### config.mk
export PLATFORM = sky130hd
export DESIGN_NAME = battery_voltage_peak_hold_filter_core
export DESIGN_NICKNAME = d
export VERILOG_FILES = /design/src/bvph_pkg.sv /design/src/bvph_core.sv /design/src/bvph_queue.sv /design/src/battery_voltage_peak_hold_filter_core.sv
export SDC_FILE = /design/constraint.sdc
export NUM_CORES = 1
export LEC_CHECK = 0
export ABC_AREA = 1
export BUFFER_PORTS_ARGS = -buffer_cell sky130_fd_sc_hd__buf_2
export CAP_MARGIN = 20
export CORE_ASPECT_RATIO = 0.7
export CORE_UTILIZATION = 45
export DETAILED_ROUTE_END_ITERATION = 10
export GPL_TIMING_DRIVEN = 0
export PLACE_DENSITY_LB_ADDON = 0.2
export SYNTH_ARGS = -nofsm -noshare
export SYNTH_HDL_FRONTEND = slang
export SYNTH_SLANG_ARGS = --single-unit
### constraint.sdc
create_clock -name clk -period 2.9 [get_ports clk]
set_input_delay 0.145 -clock clk [delete_from_list [all_inputs] [get_ports clk]]
set_output_delay 0.145 -clock clk [all_outputs]
set_load 0.05 [all_outputs]
### src/bvph_pkg.sv
// Package for the battery voltage peak-hold filter.
// Holds register codes, reset values, widths and the shared types.
// No dependencies.
package bvph_pkg;

    // Default sample width
    localparam int SAMPLE_BITS_DEFAULT = 16;

    // Configuration register widths and port layout
    localparam int CFG_BITS       = 16;
    localparam int CFG_INDEX_BITS = 8;

    // Configuration register indexes
    localparam logic [CFG_INDEX_BITS-1:0] CFG_WINDOW_LENGTH    = 8'd0;
    localparam logic [CFG_INDEX_BITS-1:0] CFG_PEAK_MIN_REPEATS = 8'd1;

    // Configuration reset values
    localparam logic [CFG_BITS-1:0] WINDOW_LENGTH_RESET    = 16'd600;
    localparam logic [CFG_BITS-1:0] PEAK_MIN_REPEATS_RESET = 16'd120;

    // Tick counter and repeat counter widths
    localparam int COUNT_BITS = 16;
    localparam logic [COUNT_BITS-1:0] REPEAT_MAX = 16'hFFFF;

    // Result queue depth and its pointer/count widths
    localparam int QUEUE_DEPTH      = 3;
    localparam int QUEUE_PTR_BITS   = 2;
    localparam int QUEUE_COUNT_BITS = 2;

    // Configuration as seen by the filter stage
    typedef struct packed {
        logic [CFG_BITS-1:0] window_length;
        logic [CFG_BITS-1:0] peak_min_repeats;
    } bvph_cfg_t;

    // Filter stage status
    typedef struct packed {
        logic stage_valid;
        logic push;
    } bvph_core_status_t;

    // Result queue status
    typedef struct packed {
        logic [QUEUE_COUNT_BITS-1:0] count;
        logic                        pop;
    } bvph_queue_status_t;

endpackage

### src/bvph_core.sv
// Filter stage: input register, window tracking state and result computation.
// Depends on bvph_pkg.
module bvph_core
    import bvph_pkg::*;
#(
    parameter int SAMPLE_BITS = SAMPLE_BITS_DEFAULT
)
(
    input  logic                   clk,
    input  logic                   rst_n,
    input  logic                   accept,
    input  logic [SAMPLE_BITS-1:0] sample,
    input  bvph_cfg_t              cfg,
    output bvph_core_status_t      status,
    output logic [SAMPLE_BITS-1:0] result
);

    logic                   stage_valid_reg;
    logic [SAMPLE_BITS-1:0] sample_reg;

    logic [COUNT_BITS-1:0]  tick_count_reg, tick_count_next;
    logic [SAMPLE_BITS-1:0] peak_value_reg, peak_value_next;
    logic [SAMPLE_BITS-1:0] runner_up_reg, runner_up_next;
    logic [COUNT_BITS-1:0]  peak_repeats_reg, peak_repeats_next;
    logic [SAMPLE_BITS-1:0] held_value_reg, held_value_next;

    // Capture the incoming transaction
    always_ff @(posedge clk or negedge rst_n)
    begin
        if (!rst_n)
        begin
            stage_valid_reg <= 1'b0;
        end
        else
        begin
            stage_valid_reg <= accept;
        end
    end

    always_ff @(posedge clk)
    begin
        if (accept)
        begin
            sample_reg <= sample;
        end
    end

    // Track the window or make the decision
    always_comb
    begin
        tick_count_next   = tick_count_reg;
        peak_value_next   = peak_value_reg;
        runner_up_next    = runner_up_reg;
        peak_repeats_next = peak_repeats_reg;
        held_value_next   = held_value_reg;
        if (tick_count_reg < cfg.window_length)
        begin
            tick_count_next = tick_count_reg + COUNT_BITS'(1);
            if (sample_reg > peak_value_reg)
            begin
                runner_up_next    = peak_value_reg;
                peak_value_next   = sample_reg;
                peak_repeats_next = '0;
            end
            else if (sample_reg == peak_value_reg)
            begin
                if (peak_repeats_reg != REPEAT_MAX)
                begin
                    peak_repeats_next = peak_repeats_reg + COUNT_BITS'(1);
                end
            end
        end
        else
        begin
            if (peak_repeats_reg >= cfg.peak_min_repeats)
            begin
                held_value_next = peak_value_reg;
            end
            else if (runner_up_reg != '0)
            begin
                held_value_next = runner_up_reg;
            end
            tick_count_next   = '0;
            peak_value_next   = '0;
            runner_up_next    = '0;
            peak_repeats_next = '0;
        end
    end

    // Advance the state once per processed sample
    always_ff @(posedge clk or negedge rst_n)
    begin
        if (!rst_n)
        begin
            tick_count_reg   <= '0;
            peak_value_reg   <= '0;
            runner_up_reg    <= '0;
            peak_repeats_reg <= '0;
            held_value_reg   <= '0;
        end
        else if (stage_valid_reg)
        begin
            tick_count_reg   <= tick_count_next;
            peak_value_reg   <= peak_value_next;
            runner_up_reg    <= runner_up_next;
            peak_repeats_reg <= peak_repeats_next;
            held_value_reg   <= held_value_next;
        end
    end

    // Output the held value, or pass the sample while nothing is held
    assign result = (held_value_next != '0) ? held_value_next : sample_reg;

    assign status.stage_valid = stage_valid_reg;
    assign status.push        = stage_valid_reg;

endmodule

### src/bvph_queue.sv
// Result queue: three-entry buffer between the filter stage and the output.
// Depends on bvph_pkg.
module bvph_queue
    import bvph_pkg::*;
#(
    parameter int SAMPLE_BITS = SAMPLE_BITS_DEFAULT
)
(
    input  logic                   clk,
    input  logic                   rst_n,
    input  logic                   push,
    input  logic [SAMPLE_BITS-1:0] push_data,
    output logic                   out_valid,
    input  logic                   out_stall,
    output logic [SAMPLE_BITS-1:0] out_data,
    output bvph_queue_status_t     status
);

    logic [SAMPLE_BITS-1:0]      entry_reg [QUEUE_DEPTH];
    logic [QUEUE_PTR_BITS-1:0]   wr_ptr_reg, wr_ptr_next;
    logic [QUEUE_PTR_BITS-1:0]   rd_ptr_reg, rd_ptr_next;
    logic [QUEUE_COUNT_BITS-1:0] count_reg, count_next;
    logic                        pop;

    assign out_valid = (count_reg != '0);
    assign out_data  = entry_reg[rd_ptr_reg];
    assign pop       = out_valid && !out_stall;

    // Advance pointers with wrap at the queue depth
    always_comb
    begin
        wr_ptr_next = wr_ptr_reg;
        rd_ptr_next = rd_ptr_reg;
        count_next  = count_reg;
        if (push)
        begin
            wr_ptr_next = (wr_ptr_reg == QUEUE_PTR_BITS'(QUEUE_DEPTH - 1))
                        ? '0 : wr_ptr_reg + QUEUE_PTR_BITS'(1);
        end
        if (pop)
        begin
            rd_ptr_next = (rd_ptr_reg == QUEUE_PTR_BITS'(QUEUE_DEPTH - 1))
                        ? '0 : rd_ptr_reg + QUEUE_PTR_BITS'(1);
        end
        if (push && !pop)
        begin
            count_next = count_reg + QUEUE_COUNT_BITS'(1);
        end
        else if (pop && !push)
        begin
            count_next = count_reg - QUEUE_COUNT_BITS'(1);
        end
    end

    always_ff @(posedge clk or negedge rst_n)
    begin
        if (!rst_n)
        begin
            wr_ptr_reg <= '0;
            rd_ptr_reg <= '0;
            count_reg  <= '0;
        end
        else
        begin
            wr_ptr_reg <= wr_ptr_next;
            rd_ptr_reg <= rd_ptr_next;
            count_reg  <= count_next;
        end
    end

    // Store the pushed result
    always_ff @(posedge clk)
    begin
        if (push)
        begin
            entry_reg[wr_ptr_reg] <= push_data;
        end
    end

    assign status.count = count_reg;
    assign status.pop   = pop;

endmodule

### src/battery_voltage_peak_hold_filter_core.sv
// Top level of the battery voltage peak-hold filter.
// Depends on bvph_pkg, bvph_core and bvph_queue.
//
//  Channel  Direction  Handshake             Payload
//  in       to block   in_valid / in_stall   sample
//  out      from block out_valid / out_stall filtered
//  cfg      to block   cfg_valid / cfg_ready cfg_index, cfg_data
//
// One sample is taken per cycle while in_stall is low; its result passes through
// the input register, then the filter logic into the result queue.
// The three-entry result queue sets throughput under output stalls: in_stall
// rises once the queue plus the input register hold three transactions.
// Reset clears the window state and held value and loads the register defaults.
// Configuration writes are always ready and take effect on the next sample.
module battery_voltage_peak_hold_filter_core
    import bvph_pkg::*;
#(
    parameter int SAMPLE_BITS = SAMPLE_BITS_DEFAULT
)
(
    input  logic                      clk,
    input  logic                      rst_n,
    input  logic                      in_valid,
    output logic                      in_stall,
    input  logic [SAMPLE_BITS-1:0]    sample,
    output logic                      out_valid,
    input  logic                      out_stall,
    output logic [SAMPLE_BITS-1:0]    filtered,
    input  logic                      cfg_valid,
    output logic                      cfg_ready,
    input  logic [CFG_INDEX_BITS-1:0] cfg_index,
    input  logic [CFG_BITS-1:0]       cfg_data
);

    bvph_cfg_t              cfg_reg;
    bvph_core_status_t      core_status;
    bvph_queue_status_t     queue_status;
    logic [SAMPLE_BITS-1:0] core_result;
    logic                   in_accept;
    logic [QUEUE_COUNT_BITS:0] occupancy;

    // Hold configuration registers
    assign cfg_ready = 1'b1;

    always_ff @(posedge clk or negedge rst_n)
    begin
        if (!rst_n)
        begin
            cfg_reg.window_length    <= WINDOW_LENGTH_RESET;
            cfg_reg.peak_min_repeats <= PEAK_MIN_REPEATS_RESET;
        end
        else if (cfg_valid && cfg_ready)
        begin
            case (cfg_index)
                CFG_WINDOW_LENGTH:    cfg_reg.window_length    <= cfg_data;
                CFG_PEAK_MIN_REPEATS: cfg_reg.peak_min_repeats <= cfg_data;
                default:              ;
            endcase
        end
    end

    // Stall input when every queue slot is spoken for
    assign occupancy = {1'b0, queue_status.count}
                     + (QUEUE_COUNT_BITS + 1)'(core_status.stage_valid);
    assign in_stall  = (occupancy >= (QUEUE_COUNT_BITS + 1)'(QUEUE_DEPTH));
    assign in_accept = in_valid && !in_stall;

    bvph_core #(
        .SAMPLE_BITS (SAMPLE_BITS)
    ) u_core (
        .clk    (clk),
        .rst_n  (rst_n),
        .accept (in_accept),
        .sample (sample),
        .cfg    (cfg_reg),
        .status (core_status),
        .result (core_result)
    );

    bvph_queue #(
        .SAMPLE_BITS (SAMPLE_BITS)
    ) u_queue (
        .clk       (clk),
        .rst_n     (rst_n),
        .push      (core_status.push),
        .push_data (core_result),
        .out_valid (out_valid),
        .out_stall (out_stall),
        .out_data  (filtered),
        .status    (queue_status)
    );

    // An accepted transaction reaches the filter stage next cycle
    assert property (@(posedge clk) disable iff (!rst_n)
        in_accept |=> core_status.stage_valid)
        else $error("accepted sample did not reach the filter stage");

    // The queue is never pushed while full without a pop
    assert property (@(posedge clk) disable iff (!rst_n)
        core_status.push |->
            (queue_status.count != QUEUE_COUNT_BITS'(QUEUE_DEPTH)) || queue_status.pop)
        else $error("result queue overflow");

    // Queue count rises by one on a push without a pop
    assert property (@(posedge clk) disable iff (!rst_n)
        (core_status.push && !queue_status.pop) |=>
            (queue_status.count == $past(queue_status.count) + QUEUE_COUNT_BITS'(1)))
        else $error("result queue count did not advance on push");

    // No transaction taken while the stage and queue are full
    assert property (@(posedge clk) disable iff (!rst_n)
        (occupancy >= (QUEUE_COUNT_BITS + 1)'(QUEUE_DEPTH)) |-> !in_accept)
        else $error("sample accepted without queue space");

endmodule

==> results of run 1 <==
timing repair:
action | CTS | global route
pin swaps | 0 | 20
resized for setup | 3 | 55
setup buffers | 0 | 23
cloned | 0 | 3
setup endpoints to repair | 22 | 101
hold endpoints to repair | 56 | 0
hold buffers | 22 | 0
where the power goes:
group          switching (mW)  internal, mW
sequential              0.423          3.54
clock                    1.01          1.17
combinational            4.23          2.15
synthesized netlist by cell type (2+ instances only):
master,number
dfstp_2,8
o21bai_1,3
and3_1,3
nand3_1,74
nor2_4,2
buf_6,4
clkbuf_1,20
nand2_2,17
a21oi_1,26
nor2_2,8
xor2_1,11
ha_1,53
o21ai_1,7
o21ai_0,90
inv_2,7
xnor2_1,3
dfrtp_1,111
buf_2,9
a31oi_1,4
inv_1,142
nand4_1,13
nor2_1,45
nand3b_1,10
edfxtp_1,64
nor3b_1,5
o22ai_1,2
nand3_2,17
buf_8,2
nor4_1,5
nor3_1,17
buf_4,2
nand2_1,303
nor2_8,2
through the flow:
step                      setup TNS, ns    util
after floorplan                       0       -
after global placement           -52.20  0.4938
after detailed placement        -0.3568  0.4986
after CTS                             0  0.5353
after global routing            -0.8534  0.5599
final                                 0  0.5599
cells by family (layout without fill, tap and decap cells):
family,count (synthesis),after routing,share of synthesized area
other,1,1,0.0003876
and+or+nand+nor,524,524,0.2504
AOI/OAI and AO/OA,138,138,0.07592
xor gates and xnor gates,14,14,0.01267
adders and majority gates,53,53,0.06855
buffers and inverters,189,336,0.08238
DFF,183,183,0.5075
muxes,2,2,0.002199
layout make-up:
type | instances | area, µm²
plain buffers | 39 | 272.8
clock buffers | 19 | 432.9
clock inverters | 13 | 107.6
fillers | 1871 | 9208
inverters | 150 | 565.5
multi-input cells | 732 | 4178
flip-flops and latches | 183 | 4912
well taps | 276 | 345.3
repair buffers | 115 | 898.4
worst max-delay path, cell delays in order, from the launching register on:
cell and delay, ns:
dfrtp_2 0.47, ha_4 0.27, nand4_1 0.19, nor3_4 0.32
nand2_8 0.15, nand2_8 0.14, buf_8 0.12, nand2_1 0.06
nand3_2 0.06, nand2_2 0.07, nor2_4 0.13, nand2_4 0.08
nor2_8 0.20, buf_4 0.14, nand3_1 0.05, nand2_1 0.14
placed cells by master, fill, tap and decap left out, drive strengths merged, types with 27 or more instances in the layout:
cell    count
a21oi      27
buf       105
clkbuf     46
dfrtp     111
edfxtp     64
ha         53
inv       150
nand2     321
nand3      91
nor2       57
o21ai      98
final timing paths:
path                                                         startpoint                                 endpoint  slack, ns  cells past startpoint
worst max-delay path            u_core.peak_repeats_reg[12]$_DFFE_PN0P_       u_queue.entry_reg[2][15]$_DFFE_PP_       0.14                     15
worst min-delay path                                       cfg_data[11]                  cfg_reg[27]$_DFFE_PN0P_       0.02                      3
worst max register to register  u_core.peak_repeats_reg[12]$_DFFE_PN0P_       u_queue.entry_reg[2][15]$_DFFE_PP_       0.14                     15
worst min register to register                  cfg_reg[23]$_DFFE_PN0P_                  cfg_reg[23]$_DFFE_PN0P_       0.48                      2
max in group asynchronous                                         rst_n  u_core.peak_repeats_reg[12]$_DFFE_PN0P_       1.96                      3
min in group asynchronous                                         rst_n     u_core.tick_count_reg[4]$_DFFE_PN0P_       0.17                      2
metal layers:
metal / track usage / part of all wire / routed length (µm)
met1: 0.3436 / 0.51 / 12050
met2: 0.3100 / 0.41 / 9822
met3: 0.04853 / 0.068 / 1600
met4: 0.04827 / 0.0083 / 197
met5: 0 / 0 / 0
==> results.py, run 1 <==
metrics = {
    "placement": {
        "gp_congestion": 0.8542,
        "dpl_worst_slack_ns": -0.04862,
        "dpl_cell_area_um2": 10430,
        "dp.cells": 1447,
        "port_buffers": 62,
        "dp_hpwl_um": 16970,
    },
    "floorplan": {
        "dieArea_um2": 22100,
        "initial_core_util": 0.4624,
        "pin_count": 64,
        "num_rows": 44,
        "core-area_um2": 20920,
        "die_w_um": 177.3,
        "die-height_um": 124.7,
    },
    "route": {
        "drc": 0,
        "ant_nets": 0,
        "drtIter0Drc": 606,
        "viasPerCell": 5.094,
        "wire_per_inst_um": 15.50,
        "dr.pass1.iters": 5,
        "vias": 7778,
        "drt_wl_total_um": 23670,
    },
    "grt": {
        "grt_pass1_vias": 7285,
        "antenna_found_initial": 0,
        "grt_start_max_net_pins": 88,
        "track_usage": 0.2206,
        "grt-ovfl-total": 0,
        "grt_pass1_wl_um": 37700,
    },
    "pwr": {
        "power_density_nw_per_um2": 1071,
        "power_mw": 12.54,
        "leakagePower_nw": 5.394,
        "ir_drop_uv": 487.0,
    },
    "timing": {
        "setup_viol": 0,
        "slew_headroom": 0.4459,
        "fin_crit_sh": 0.9529,
        "whs_ns": 0.01779,
        "maxSlewViolCount": 0,
        "max_clock_freq_mhz": 361.9,
        "fin_ws_ns": 0.1367,
        "fin_skew_ns": 0.01009,
        "fin_crit_ns": 2.763,
        "worst_slew_pin_slew_ns": 0.8312,
        "hold_viol_final": 0,
    },
    "synthesis": {
        "ys_seq_area_frac": 0.5075,
        "avgSynthCellArea_um2": 8.763,
        "synth.area.top_cells": "dfrtp_1, edfxtp_1, nand2_1",
        "ys_warn_count": 0,
        "async_reset_ff_frac": 0.6503,
        "synth_nets": 1202,
        "syn-cell-area_um2": 9674,
        "ys_ff_latch": 183,
        "synth_cell_type_count": 48,
        "synth_edf_count": 64,
        "syn_inst": 1104,
        "synthFlopType": "dfrtp_1",
        "synth_largest_area_cell": "dfrtp_1",
        "synth_top_area_frac": 0.2871,
    },
    "critical_path": {
        "cp-end-kind": "register",
        "critical_path.max_fanout": 8,
        "critPathLaunchType": "register",
        "crit_type": "register to register",
        "crit_arrival_ns": 3.04,
        "required_ns": 3.18,
    },
    "cts": {
        "clock_path_buffers": 2,
        "cts_tree": "yes",
        "clk_pin_slew_ns": 0.07,
        "cts_buffers": 17,
        "cts_root_buffer": "clkbuf_16",
        "clk-insertion-delay-late_ns": 0.44,
        "cts.sinks": 183,
        "ctsHtreeMaxLevel": 4,
    },
    "final_layout": {
        "largest_reg_flops": 48,
        "design_area_um2": 11710,
        "diodes": 0,
        "drive_gt1_frac": 0.1942,
        "instances_no_fill": 1527,
        "nets": 1336,
        "area.growth.synth_to_final_pct": 21.07,
    },
    "run_status": {
        "status": "complete, no violations",
    },
    "min_path": {
        "min_path_type": "input port to register",
    },
    "flow_run": {
        "maxCapViolCount": 0,
    },
}
Power figures use the tool's default switching activity.
==> inputs of run 2 (changes only) <==
==> constraint.sdc (replaced) <==
create_clock -name clk -period 3.6 [get_ports clk]
set_input_delay 0.18 -clock clk [delete_from_list [all_inputs] [get_ports clk]]
set_output_delay 0.18 -clock clk [all_outputs]
set_load 0.05 [all_outputs]
==> results.py, run 2 (same netlist as run 1, synthesis figures left out) <==
metrics = {
    "final_layout": {
        "fin_util": 0.5330,
        "drive_gt1_frac": 0.1507,
        "layout.cells.most_common": "nand2_1",
        "diodes": 0,
        "nFillCells": 1934,
        "multi_input_area_um2": 3985,
        "design_area_um2": 11150,
        "nets": 1306,
        "area.growth.synth_to_final_pct": 15.26,
        "largest_reg_flops": 48,
        "regArea_um2": 4910,
        "final_cell_mix": "nand2_1, inv_1, dfrtp_1",
    },
    "cts": {
        "cts_hold_buf": 18,
        "cts_resized": 0,
        "cts_buffers": 17,
        "clk-insertion-delay-late_ns": 0.44,
        "cts_root_buffer": "clkbuf_16",
        "ctsHtreeMaxLevel": 4,
        "cts_tree": "yes",
        "clock_path_buffers": 2,
        "clk_pin_slew_ns": 0.07,
        "post-cts-setup-buffers": 0,
        "cts.sinks": 183,
    },
    "flow_run": {
        "maxCapViolCount": 0,
    },
    "grt": {
        "grt_start_max_net_pins": 88,
        "grt-ovfl-total": 0,
        "grt_pass1_vias": 7261,
        "grt_pass1_wl_um": 37590,
        "track_usage": 0.2199,
        "antenna_found_initial": 0,
    },
    "pwr": {
        "power_density_nw_per_um2": 844.7,
        "ir_drop_uv": 384.9,
        "leakagePower_nw": 5.162,
    },
    "floorplan": {
        "pin_count": 64,
        "initial_core_util": 0.4624,
        "die_w_um": 177.3,
        "core-area_um2": 20920,
        "num_rows": 44,
        "die-height_um": 124.7,
        "dieArea_um2": 22100,
    },
    "critical_path": {
        "required_ns": 3.89,
        "cp-end-kind": "register",
        "crit_arrival_ns": 3.37,
        "critical_path.max_fanout": 10,
        "critPathLaunchType": "register",
        "r2r_slack_ns": 0.52,
        "crit_type": "register to register",
    },
    "timing": {
        "hold_viol_final": 0,
        "whs_ns": 0.01656,
        "setup_viol": 0,
        "fin_crit_sh": 0.8550,
        "maxSlewViolCount": 0,
        "setup_tns_ns": 0,
        "fin_crit_ns": 3.078,
        "fin_skew_ns": 0.01166,
        "worst_slew_pin_slew_ns": 0.7440,
        "fin_ws_ns": 0.5219,
        "max_clock_freq_mhz": 324.9,
        "grt_setup_unrepaired": "no",
        "slew_headroom": 0.5040,
    },
    "route": {
        "wl_met3_um": 1141,
        "drc": 0,
        "wire_per_inst_um": 15.10,
        "ant_nets": 0,
        "drtIter0Drc": 614,
        "drt-met1-wl_um": 12000,
        "dr.pass1.iters": 5,
        "routed-wl-met2_um": 9301,
        "top_layer_used": "met4",
        "drt_wl_total_um": 22600,
        "viasPerCell": 5.062,
        "vias": 7578,
    },
    "placement": {
        "dpl_cell_area_um2": 10430,
        "gp_congestion": 0.8542,
        "dpl_worst_slack_ns": 0.6514,
        "port_buffers": 62,
        "dp_hpwl_um": 16970,
    },
    "run_status": {
        "status": "complete, no violations",
    },
    "min_path": {
        "min_path_type": "input port to register",
    },
}
==> run 2: cell types whose count changed in the layout (fill, tap and decap cells not counted), moves of 5 or more <==
cell and change:
buf_12 -5, nand2_1 +14, buf_4 -19, ha_1 +5, nand2_2 -11, clkbuf_2 -5
==> run 2: power breakdown <==
group / switching (mW) / internal (mW) / total, mW
Clock: 0.818 / 0.946 / 1.76
Sequential: 0.336 / 2.85 / 3.19
Combinational: 3.15 / 1.31 / 4.47
==> run 2: worst paths after layout <==
check | to | cells after the start | startpoint
max in group asynchronous | u_core.held_value_reg[11]$_DFFE_PN0P_ | 3 | rst_n
worst max-delay path | u_core.peak_value_reg[9]$_DFFE_PN0P_ | 13 | u_core.sample_reg[15]$_DFFE_PP_
min in group asynchronous | u_core.tick_count_reg[4]$_DFFE_PN0P_ | 2 | rst_n
worst min register to register | cfg_reg[23]$_DFFE_PN0P_ | 2 | cfg_reg[23]$_DFFE_PN0P_
worst min-delay path | cfg_reg[28]$_DFFE_PN0P_ | 3 | cfg_data[12]
worst max register to register | u_core.peak_value_reg[9]$_DFFE_PN0P_ | 13 | u_core.sample_reg[15]$_DFFE_PP_
==> run 2: worst max-delay path: stages (launching register included) <==
cell	delay (ns)
edfxtp_1	0.44
ha_1	0.33
nand2_1	0.08
inv_2	0.06
nand3_1	0.07
nor4_1	0.44
inv_1	0.14
nor2_1	0.16
nand2_1	0.10
o21ai_2	0.14
nand2_2	0.18
nand2_2	0.17
clkbuf_1	0.45
o21ai_0	0.17
==> run 2: cell type report <==
type,count,area share
inverters,150,0.05049
plain buffers,39,0.02098
well taps,276,0.03097
multi-input cells,732,0.3574
repair buffers,85,0.05139
flip-flops and latches,183,0.4403
clock buffers,19,0.03882
clock inverters,13,0.009650
==> run 2: metal layers <==
layer	track usage	vias to the layer above
li1	-	3801
met1	0.3428	3636
met2	0.3086	129
met3	0.04853	12
met4	0.04827	0
met5	0	-
==> run 2: stage by stage <==
| stage | instances | power (mW) |
|---|---|---|
| 3_5_place_dp | 1447 | 7.640 |
| 3_3_place_gp | 1442 | 7.516 |
| 5_1_grt | 1497 | 10.11 |
| 2_1_floorplan | 1104 | 6.384 |
| 6_report | 1497 | 9.420 |
| 4_1_cts | 1497 | 9.429 |
==> inputs of run 3 (changes only) <==
--- a/config.mk
+++ b/config.mk
@@ -8,6 +8,8 @@
 export ABC_AREA = 1
 export BUFFER_PORTS_ARGS = -buffer_cell sky130_fd_sc_hd__buf_2
 export CAP_MARGIN = 20
+export CELL_PAD_IN_SITES_DETAIL_PLACEMENT = 1
+export CELL_PAD_IN_SITES_GLOBAL_PLACEMENT = 1
 export CORE_ASPECT_RATIO = 0.7
 export CORE_UTILIZATION = 45
 export DETAILED_ROUTE_END_ITERATION = 10
==> results.py, run 3 (same netlist as run 1, synthesis figures left out) <==
metrics = {
    "run_status": {
        "status": "complete, no violations",
    },
    "floorplan": {
        "initial_core_util": 0.4624,
        "core-area_um2": 20920,
        "pin_count": 64,
        "dieArea_um2": 22100,
        "die-height_um": 124.7,
        "die_w_um": 177.3,
        "num_rows": 44,
    },
    "final_layout": {
        "nets": 1308,
        "final_cell_mix": "nand2_1, inv_1, dfrtp_1",
        "area.growth.synth_to_final_pct": 15.74,
        "diodes": 0,
        "instances_no_fill": 1499,
        "largest_reg_flops": 48,
        "drive_gt1_frac": 0.1545,
        "layout.cells.most_common": "nand2_1",
    },
    "pwr": {
        "switchingPower_mw": 4.520,
        "leakagePower_nw": 5.204,
        "pwr-share-clk": 0.190,
        "ir_drop_uv": 457.9,
        "intPower_mw": 5.100,
        "pwr-share-comb": 0.468,
        "power_mw": 9.620,
        "power_density_nw_per_um2": 859.2,
        "p_seq_frac": 0.342,
        "switching_share": 0.4699,
    },
    "timing": {
        "maxSlewViolCount": 0,
        "setup_tns_ns": 0,
        "setup_viol": 0,
        "max_clock_freq_mhz": 322.9,
        "fin_crit_ns": 3.097,
        "fin_skew_ns": 0.01659,
        "fin_ws_ns": 0.5031,
        "hold_viol_final": 0,
        "fin_crit_sh": 0.8602,
        "slew_headroom": 0.3793,
        "grt_setup_unrepaired": "no",
        "whs_ns": 0.006170,
        "worst_slew_pin_slew_ns": 0.9260,
    },
    "critical_path": {
        "critPathLaunchType": "register",
        "r2r_cells": 6,
        "critical_path.max_fanout": 10,
        "crit_type": "register to register",
        "cp-end-kind": "register",
        "crit_arrival_ns": 3.26,
        "r2r_slack_ns": 0.50,
        "regToRegEndpoint": "u_queue.entry_reg[2][9]$_DFFE_PP_",
        "reg2reg_from": "u_core.stage_valid_reg$_DFF_PN0_",
        "required_ns": 3.76,
    },
    "grt": {
        "grt_start_max_net_pins": 95,
        "grt_pass1_wl_um": 44500,
        "grt-ovfl-total": 0,
        "antenna_found_initial": 1,
        "track_usage": 0.2658,
        "grt_pass1_vias": 8265,
    },
    "cts": {
        "cts_root_buffer": "clkbuf_16",
        "cts_tree": "yes",
        "ctsHtreeMaxLevel": 4,
        "clock_path_buffers": 2,
        "cts_buffers": 17,
        "clk-insertion-delay-late_ns": 0.46,
        "post-cts-setup-buffers": 0,
        "clk_pin_slew_ns": 0.08,
        "cts.sinks": 183,
    },
    "route": {
        "drtIter0Drc": 440,
        "dr.pass1.iters": 4,
        "drt_wl_total_um": 27060,
        "ant_nets": 0,
        "viasPerCell": 5.215,
        "drc": 0,
        "wire_per_inst_um": 18.05,
        "vias": 7817,
    },
    "min_path": {
        "hold_start": "cfg_data[14]",
        "min_delay_worst_endpoint": "cfg_reg[30]$_DFFE_PN0P_",
        "whs_path_depth": 3,
        "min_path_type": "input port to register",
    },
    "placement": {
        "dp_hpwl_um": 20400,
        "dpl_worst_slack_ns": 0.4791,
        "gp_congestion": 0.7982,
        "port_buffers": 62,
        "dp.cells": 1447,
    },
    "flow_run": {
        "maxCapViolCount": 0,
    },
}
run 3: cell count changes in the layout (fill, tap and decap cells not counted), moves of 2 or more:
cell,previous run,this run
clkbuf_1,22,20
clkinv_1,4,1
clkinvlp_4,4,1
dlygate4sd3_1,18,20
inv_4,0,3
inv_8,0,5
run 3: how the worst max path moves through the flow:
stage                                           startpoint                                end  cells past startpoint
final                     u_core.stage_valid_reg$_DFF_PN0_  u_queue.entry_reg[2][9]$_DFFE_PP_                      6
after global routing      u_core.stage_valid_reg$_DFF_PN0_  u_queue.entry_reg[2][9]$_DFFE_PP_                      6
after CTS                 u_core.stage_valid_reg$_DFF_PN0_  u_queue.entry_reg[2][9]$_DFFE_PP_                      6
after detailed placement  u_core.stage_valid_reg$_DFF_PN0_  u_queue.entry_reg[2][5]$_DFFE_PP_                      6
after global placement    u_core.stage_valid_reg$_DFF_PN0_  u_queue.entry_reg[2][8]$_DFFE_PP_                      5
after floorplan           u_core.stage_valid_reg$_DFF_PN0_  u_queue.entry_reg[2][0]$_DFFE_PP_                      5
run 3: worst max-delay path, cell delays in order (launching register included):
cell	delay (ns)
dfrtp_1	0.44
clkbuf_1	0.52
inv_1	0.13
clkbuf_1	0.31
clkbuf_1	0.38
nor3_2	0.79
buf_6	0.23
run 3: repair_timing:
item / 4_1_cts / 5_1_grt
hold endpoints to repair: 69 / 0
resized for setup: 0 / 0
hold buffers: 20 / 0
run 3: cell type report:
type / count / area (µm²)
tap: 276 / 345.3
clock inverter: 14 / 133.9
clock buffer: 18 / 432.9
buffer: 39 / 234.0
inverter: 150 / 563.0
multi-input combinational: 732 / 3985
fill: 2518 / 9723
sequential: 183 / 4910
timing repair buffer: 87 / 593.1
run 3: power by group through the flow:
stage,combinational [mW],sequential (mW),clock [mW]
2_1_floorplan,3.27,3.12,0
3_3_place_gp,4.24,3.30,0
3_5_place_dp,4.48,3.31,0
4_1_cts,4.53,3.28,1.87
5_1_grt,5.01,3.35,1.93
6_report,4.50,3.29,1.83
run 3: stage by stage:
step	area [µm²]	utilization
floorplan	9674	-
global placement	10330	0.4938
detailed placement	10430	0.4986
CTS	11200	0.5352
global route	11200	0.5352
finish	11200	0.5352
run 3: metal layers:
layer / track usage / part of all wire / wire length (µm) / up-vias
met2: 0.4010 / 0.44 / 11920 / 130
met4: 0.06435 / 0.011 / 289 / 0
li1: - / - / - / 3809
met5: 0 / 0 / 0 / -
met1: 0.3926 / 0.51 / 13730 / 3854
met3: 0.05037 / 0.041 / 1121 / 24
